<file path="src/design/blt_pkg.sv">
// Shared types and constants for the bounded ordered list.
`timescale 1ns / 1ps
`default_nettype none

package blt_pkg;

  localparam int unsigned POS_W    = 5;
  localparam int unsigned CAP_W    = 5;
  localparam int unsigned COUNT_W  = 5;
  localparam int unsigned WORD_W   = 32;
  localparam logic [CAP_W-1:0] CAP_RESET = 5'd16;

  typedef enum logic [1:0] {
    OP_INSERT = 2'd0,
    OP_REMOVE = 2'd1,
    OP_READ   = 2'd2,
    OP_CLEAR  = 2'd3
  } opcode_t;

  typedef enum logic [1:0] {
    ST_OK     = 2'd0,
    ST_BOUNDS = 2'd1,
    ST_FULL   = 2'd2,
    ST_EMPTY  = 2'd3
  } status_t;

  typedef struct packed {
    logic             ins;
    logic             rem;
    logic [POS_W-1:0] pos;
  } cell_ctl_t;

endpackage

`default_nettype wire

</file>
<file path="src/design/bounded_ordered_list.sv">
// Bounded ordered list with insert, remove, read and clear built on a row of cells.
// A result is registered on the edge that accepts its item.
// Throughput: one item per cycle while the input is not stalled; every cell shifts its entry in the same edge.
// The input stalls only while a finished result waits and the output is stalled.
// Reset empties the list, sets the capacity to 16 and drops any pending result.
// Entries themselves are not cleared by reset and are read only once written.
`timescale 1ns / 1ps
`default_nettype none

module bounded_ordered_list #(
  parameter int unsigned DEPTH      = 16,
  parameter int unsigned DATA_WIDTH = 32
) (
  input  wire logic       clk,
  input  wire logic       rst_n,
  input  wire logic       cfg_wr_en,
  input  wire logic [4:0] cfg_wr_data,
  input  wire logic       in_valid,
  output logic            in_stall,
  input  wire logic [1:0] in_opcode,
  input  wire logic [4:0] in_position,
  input  wire logic [31:0] in_item_data,
  output logic            out_valid,
  input  wire logic       out_stall,
  output logic [1:0]      out_status,
  output logic [31:0]     out_read_data,
  output logic [4:0]      out_entry_count,
  output logic            out_is_full,
  output logic            out_is_empty
);

  localparam int unsigned SW = (DATA_WIDTH < blt_pkg::WORD_W) ? DATA_WIDTH : blt_pkg::WORD_W;
  localparam int unsigned CW = $clog2(DEPTH + 1);
  localparam int unsigned XW = (CW > blt_pkg::POS_W) ? CW : blt_pkg::POS_W;
  localparam logic [XW-1:0] DEPTH_X = XW'(DEPTH);

  logic [blt_pkg::CAP_W-1:0]   cap_r;
  logic [CW-1:0]               cnt_r;
  logic [CW-1:0]               cnt_nxt;
  logic                        out_valid_r;
  logic                        out_valid_nxt;
  logic [1:0]                  out_status_r;
  logic [31:0]                 out_read_data_r;
  logic [blt_pkg::COUNT_W-1:0] out_entry_count_r;
  logic                        out_is_full_r;
  logic                        out_is_empty_r;

  logic                        in_acc;
  blt_pkg::opcode_t            op;
  blt_pkg::status_t            status;
  blt_pkg::cell_ctl_t          ctl;
  logic [XW-1:0]               pos_x;
  logic [XW-1:0]               cnt_x;
  logic [XW-1:0]               cnt_nxt_x;
  logic [XW-1:0]               cap_x;
  logic [XW-1:0]               eff_cap_x;
  logic [SW-1:0]               item_word;
  logic [SW-1:0]               rd_sel;
  logic [31:0]                 rdata;
  logic [SW-1:0]               cell_word [DEPTH];

  assign in_stall  = out_valid_r && out_stall;
  assign in_acc    = in_valid && !in_stall;
  assign op        = blt_pkg::opcode_t'(in_opcode);
  assign pos_x     = XW'(in_position);
  assign cnt_x     = XW'(cnt_r);
  assign cap_x     = XW'(cap_r);
  assign eff_cap_x = (cap_x > DEPTH_X) ? DEPTH_X : cap_x;
  assign item_word = in_item_data[SW-1:0];
  assign cnt_nxt_x = XW'(cnt_nxt);

  always_comb begin
    rd_sel = '0;
    for (int i = 0; i < DEPTH; i++) begin
      if (XW'(i) == pos_x) begin
        rd_sel = cell_word[i];
      end
    end
  end

  always_comb begin
    status  = blt_pkg::ST_OK;
    cnt_nxt = cnt_r;
    rdata   = '0;
    ctl.ins = 1'b0;
    ctl.rem = 1'b0;
    ctl.pos = in_position;
    case (op)
      blt_pkg::OP_INSERT: begin
        if (pos_x > cnt_x) begin
          status = blt_pkg::ST_BOUNDS;
        end else if ((cnt_x >= eff_cap_x) || (cnt_x >= DEPTH_X)) begin
          status = blt_pkg::ST_FULL;
        end else begin
          cnt_nxt = cnt_r + 1'b1;
          ctl.ins = in_acc;
        end
      end
      blt_pkg::OP_REMOVE: begin
        if (cnt_r == '0) begin
          status = blt_pkg::ST_EMPTY;
        end else if (pos_x >= cnt_x) begin
          status = blt_pkg::ST_BOUNDS;
        end else begin
          cnt_nxt = cnt_r - 1'b1;
          ctl.rem = in_acc;
        end
      end
      blt_pkg::OP_READ: begin
        if (pos_x >= cnt_x) begin
          status = blt_pkg::ST_BOUNDS;
        end else begin
          rdata = 32'(rd_sel);
        end
      end
      blt_pkg::OP_CLEAR: begin
        cnt_nxt = '0;
      end
      default: begin
        status = blt_pkg::ST_OK;
      end
    endcase
  end

  for (genvar g = 0; g < DEPTH; g++) begin : g_cell
    logic [SW-1:0] left_w;
    logic [SW-1:0] right_w;
    if (g == 0) begin : g_first
      assign left_w = item_word;
    end else begin : g_left
      assign left_w = cell_word[g-1];
    end
    if (g == DEPTH - 1) begin : g_last
      assign right_w = cell_word[g];
    end else begin : g_right
      assign right_w = cell_word[g+1];
    end
    blt_cell #(
      .IDX     (g),
      .WORD_BW (SW)
    ) u_cell (
      .clk        (clk),
      .ctl        (ctl),
      .item_word  (item_word),
      .left_word  (left_w),
      .right_word (right_w),
      .word_o     (cell_word[g])
    );
  end

  always_comb begin
    out_valid_nxt = out_valid_r && out_stall;
    if (in_acc) begin
      out_valid_nxt = 1'b1;
    end
  end

  always_ff @(posedge clk) begin
    if (!rst_n) begin
      cap_r       <= blt_pkg::CAP_RESET;
      cnt_r       <= '0;
      out_valid_r <= 1'b0;
    end else begin
      if (cfg_wr_en) begin
        cap_r <= cfg_wr_data;
      end
      if (in_acc) begin
        cnt_r <= cnt_nxt;
      end
      out_valid_r <= out_valid_nxt;
    end
  end

  always_ff @(posedge clk) begin
    if (in_acc) begin
      out_status_r      <= status;
      out_read_data_r   <= rdata;
      out_entry_count_r <= blt_pkg::COUNT_W'(cnt_nxt);
      out_is_full_r     <= (cnt_nxt_x >= eff_cap_x);
      out_is_empty_r    <= (cnt_nxt == '0);
    end
  end

  assign out_valid       = out_valid_r;
  assign out_status      = out_status_r;
  assign out_read_data   = out_read_data_r;
  assign out_entry_count = out_entry_count_r;
  assign out_is_full     = out_is_full_r;
  assign out_is_empty    = out_is_empty_r;

`ifndef ASSERT_OFF
  a_count_bounded: assert property (@(posedge clk) disable iff (!rst_n)
    cnt_x <= DEPTH_X)
    else $error("entry count exceeds list depth");

  a_accept_gives_result: assert property (@(posedge clk) disable iff (!rst_n)
    in_acc |=> out_valid_r)
    else $error("accepted item produced no result");

  a_insert_grows: assert property (@(posedge clk) disable iff (!rst_n)
    (in_acc && ctl.ins) |=> (cnt_r == $past(cnt_r) + 1'b1))
    else $error("successful insert did not grow the list by one");

  a_clear_empties: assert property (@(posedge clk) disable iff (!rst_n)
    (in_acc && (op == blt_pkg::OP_CLEAR)) |=> (cnt_r == '0) && out_is_empty_r)
    else $error("clear did not empty the list");
`endif

endmodule

`default_nettype wire

</file>
<file path="src/design/blt_cell.sv">
// One list cell that holds an entry and shifts it to or from its neighbors.
`timescale 1ns / 1ps
`default_nettype none

module blt_cell #(
  parameter int unsigned IDX     = 0,
  parameter int unsigned WORD_BW = 32
) (
  input  wire logic               clk,
  input  wire blt_pkg::cell_ctl_t ctl,
  input  wire logic [WORD_BW-1:0] item_word,
  input  wire logic [WORD_BW-1:0] left_word,
  input  wire logic [WORD_BW-1:0] right_word,
  output logic      [WORD_BW-1:0] word_o
);

  localparam logic [31:0] IDX_V = 32'(IDX);

  logic [WORD_BW-1:0] data_r;
  logic [WORD_BW-1:0] data_nxt;
  logic [31:0]        pos_w;

  assign pos_w = 32'(ctl.pos);

  always_comb begin
    data_nxt = data_r;
    if (ctl.ins) begin
      if (IDX_V > pos_w) begin
        data_nxt = left_word;
      end else if (IDX_V == pos_w) begin
        data_nxt = item_word;
      end
    end else if (ctl.rem && (IDX_V >= pos_w)) begin
      data_nxt = right_word;
    end
  end

  always_ff @(posedge clk) begin
    data_r <= data_nxt;
  end

  assign word_o = data_r;

endmodule

`default_nettype wire

</file>
<file path="config.mk">
export PLATFORM = sky130hd
export DESIGN_NAME = bounded_ordered_list
export DESIGN_NICKNAME = d
export VERILOG_FILES = /design/src/design/blt_pkg.sv /design/src/design/bounded_ordered_list.sv /design/src/design/blt_cell.sv
export SDC_FILE = /design/constraint.sdc
export NUM_CORES = 1
export LEC_CHECK = 0
export ABC_AREA = 1
export BUFFER_PORTS_ARGS = -buffer_cell sky130_fd_sc_hd__buf_4
export CORE_MARGIN = 10
export CORE_UTILIZATION = 63
export CTS_CLUSTER_DIAMETER = 200
export CTS_CLUSTER_SIZE = 40
export DETAILED_ROUTE_END_ITERATION = 10
export PLACE_DENSITY = 0.8
export SYNTH_ARGS = -nofsm -noshare
export SYNTH_HDL_FRONTEND = slang
export SYNTH_SLANG_ARGS = --single-unit
</file>
<file path="constraint.sdc">
create_clock -name clk -period 9.3 [get_ports clk]
set_clock_uncertainty 0.2 [all_clocks]
set_input_delay 0.93 -clock clk [delete_from_list [all_inputs] [get_ports clk]]
set_output_delay 0.93 -clock clk [all_outputs]
set_load 0.03 [all_outputs]
</file>
==> key figures <==
Status
  • Status: finished clean

Worst setup path
  • R2R Path End: g_cell[0].u_cell.word_o[6]
  • Reg-to-reg startpoint: cap_r[1]
  • Endpoint type of the worst setup path: register
  • FF-to-FF path depth: 15
  • CP cell instances: o41ai_1, nand2_1, ha_1, a21o_1, a21oi_2, nand4_1, nor3_4, inv_4, nand2_1, inv_1, nor2_4, buf_4, inv_1, nor3_2, buf_4
  • Max stage delay cell, worst path: nor3_2
  • Worst Setup Path Type: reg2reg
  • Worst EP required: between 9 and 10 ns
  • Arrival time at the worst endpoint: around 6.2 ns
  • Slowest stage delay, CP: roughly 0.84 ns
  • Setup crit start kind: register
  • Worst-path fanout max: 67
  • R2R setup slack: about 3.2 ns
  • Critical Path Sink: g_cell[0].u_cell.word_o[6]
  • Worst Setup SP: cap_r[1]

Run
  • Max-cap viol count: 0

Global route
  • GR Util All Layers: around 32%
  • Pin count of the biggest net entering global routing: about 270
  • Number of antenna violations at the first check in global routing: 1
  • Vias in the first global route: 27,597
  • Gr ovfl total: 0
  • First-pass GRT wire length: between 150,000 and 200,000 um

Hold path
  • Worst Hold Class: reg2reg
  • Worst hold start: cap_r[0]

Die
  • Die width: between 200 and 250 um
  • Die ar.: around 61,000 sq um
  • IO Pins: 92
  • Chip height: between 200 and 250 um
  • Row count: between 80 and 90
  • Core ar.: approximately 50,000 sq um
  • Initial Utilization: 63.4%

Drt
  • Final ANT Viol Nets: 0
  • Router iterations before antenna repair: 6
  • DR vias: between 20,000 and 30,000
  • DRC viols: 0
  • Met2 wire len: ~48,000 um
  • Via-to-Cell Ratio: ~6.4
  • WL/cell: 22.3 um
  • Starting DRC count in detailed routing: around 4,000
  • DRT met1 WL: approximately 36,000 um
  • Met3 WL post-DR: a little over 10,000 um
  • Top Metal Used: met4
  • Routed WL: a little over 100,000 um

STA
  • Crit share post-route: around two thirds
  • Worst-Margin Slew: 1.23 ns
  • Achievable Freq: between 150 and 200 MHz
  • Final setup violation count: 0
  • Hold Fails Final Rpt: 0
  • Max Slew Vio Count: 0
  • Slew HR: a little under a fifth
  • RSZ-0062 raised after global routing: no
  • Min Tclk post-route: just over 6 ns
  • Final TNS setup: 0 ns

Placement
  • Hpwl dp: between 60,000 and 70,000 um
  • IO Port Bufs: between 90 and 100
  • RePlAce Congestion: between 0.9 and 1
  • DP Cell Count: 4,530

Power and ir drop
  • P_leak: 12.7 nW
  • Pwr Total: roughly 0.0046 W
  • Psw: between 0.001 and 0.0015 W
  • Clk network pwr share: approximately 25%
  • Gate power share: between 10% and 20%
  • Cell-internal power: between 0.003 and 0.004 W
  • Power Dens Cells: around 140 nW/um^2
  • Switching power share of the total: between 20% and 30%
  • VDD IR max: 184 uV
  • Sequential share of power: roughly 61%

Clocking
  • Setup Fix Bufs, Post-CTS: 0
  • CTS resizes: 0
  • Clk pin slew, worst setup/hold paths: approximately 0.15 ns
  • CTS buffer count: 18
  • Hold-fix buffers at CTS: 0
  • H-tree levels: 1
  • Skew-Pair Late Insertion Delay: 0.60 ns
  • Clock Tree Buf Depth: 3
  • CTS tree: done
  • Sink Count: around 560
  • Clock Root Buffer: clkbuf_16

Cells and area
  • Finished Layout Cells: between 4,000 and 5,000
  • Fillers: 4,411
  • Sequential Area: around 17,000 sq um
  • Multi-input logic area: 13,000 sq um
  • Fin nets: 3,935
  • Layout cells sized above 1: slightly below 6%
  • Area Overhead vs Synth: 4.44%
  • Final Core Density: approximately 66%

Synthesis
  • Mapped Cells: 4,003
  • Yosys reg bits: between 500 and 600
  • Synthesized area: 32,500 sq um
  • Syn Nets: ~4,000
  • Top_reg_cell synth: edfxtp_1
  • Ys async rst share: 0%
  • Post-Syn Area per Cell: 8.11 sq um
  • Synth Warn #: 0
  • Yosys cell types: 38
  • Seq/Total Area, Yosys: between 50% and 60%
  • Number of synthesized flops with an enable pin: between 500 and 600
cell families (layout without fill, tap and decap cells):
| group | Yosys count | count (layout) | share of synthesized area, % |
|---|---|---|---|
| adders and majority gates | 16 | 16 | 0.617 |
| other | 0 | 1 | 0 |
| buffers and inverters | 710 | 583 | 8.72 |
| DFF | 564 | 564 | 51.8 |
| xor gates and xnor gates | 2 | 2 | 0.0540 |
| AOI/OAI and AO/OA | 945 | 945 | 16.7 |
| and+or+nand+nor | 1766 | 1766 | 22.0 |
critical path, delay by kind of cell, from the launching register on:
kind	cells	cell delay (ns)
AOI/OAI and AO/OA	3	0.98
DFF	1	0.36
and+or+nand+nor	6	1.88
buffers and inverters	5	1.95
adders and majority gates	1	0.36
layer usage:
layer  track usage (%)  vias up
li1                  -    13286
met1              40.5    13608
met2              53.4     1779
met3              4.20      407
met4              19.4        0
met5                 0        -
area by class of cell:
class | count | share of cell area [%]
inverter | 409 | 4.53
clock buffer | 25 | 1.47
clock inverter | 1 | 0.0886
timing repair buffer | 148 | 3.39
sequential | 564 | 49.6
antenna | 1 | 0.00738
multi-input combinational | 2729 | 38.4
tap | 680 | 2.51
cells in the final DEF, fill, tap and decap left out, types with 2 or more instances in the layout:
| cell | count |
|---|---|
| xor2_1 | 2 |
| dfxtp_1 | 11 |
| a21boi_0 | 2 |
| o21a_1 | 32 |
| o21ai_0 | 408 |
| a21oi_4 | 2 |
| nand4_1 | 161 |
| nand3_1 | 24 |
| nor2_1 | 374 |
| o21ai_1 | 96 |
| o22ai_1 | 33 |
| nor3_2 | 2 |
| a21oi_1 | 77 |
| nor2_4 | 22 |
| o211ai_1 | 159 |
| ha_1 | 16 |
| nor2_2 | 9 |
| clkbuf_16 | 19 |
| inv_2 | 10 |
| inv_1 | 395 |
| nand2_1 | 1161 |
| nand2_2 | 7 |
| clkbuf_1 | 6 |
| buf_12 | 3 |
| a31oi_1 | 129 |
| a21o_1 | 2 |
| clkinv_1 | 3 |
| edfxtp_1 | 553 |
| buf_4 | 145 |
| nor3_4 | 3 |
worst min path at each step:
stage | to | slack [ns] | depth (start not counted)
after global routing | cap_r[0] | 0.32 | 2
after floorplan | cap_r[0] | 0.25 | 2
after detailed placement | cap_r[0] | 0.28 | 2
after global placement | cap_r[0] | 0.27 | 2
after CTS | cap_r[0] | 0.31 | 2
final | cap_r[0] | 0.31 | 2
power by group through the flow:
stage	clock [W]	combinational, W	sequential [W]
global placement	0	0.000593	0.00290
detailed placement	0	0.000607	0.00290
finish	0.00118	0.000625	0.00285
floorplan	0	0.000377	0.00292
global route	0.00125	0.000677	0.00285
CTS	0.00117	0.000609	0.00285
synth_stat cells (3+ instances only):
library cell / number / area, sq um
buf_2: 74 / 370
o21a_1: 32 / 240
clkbuf_1: 202 / 758
nand2_1: 1166 / 4380
nor2_2: 7 / 43.8
nand3_1: 24 / 120
nand4_1: 161 / 1010
o22ai_1: 33 / 206
nor3_1: 3 / 15.0
inv_1: 396 / 1490
dfxtp_1: 11 / 220
a31oi_1: 129 / 807
o21ai_0: 408 / 2040
inv_2: 11 / 41.3
nor2_1: 394 / 1480
edfxtp_1: 553 / 16600
a21oi_1: 79 / 395
ha_1: 16 / 200
buf_4: 16 / 120
nor2_4: 4 / 45.0
buf_1: 7 / 26.3
o211ai_1: 159 / 1190
o21ai_1: 96 / 480
metrics by stage:
step	setup slack (ns)	hold slack, ns	instance area, sq um
detailed placement	2.97	0.284	33400
global placement	3.06	0.268	33400
floorplan	1.75	0.248	32500
global route	2.77	0.318	33900
finish	3.19	0.313	33900
CTS	3.18	0.315	33900
registers in the layout, summed over array words and instances (netlist names):
register	cells
out_is_full	1
out_is_empty	1
cap_r	5
g_cell.u_cell.word_o	512
out_entry_count	5
out_status	2
out_valid	1
out_read_data	32
cnt_r	5
(Power assumes the default switching activity.)
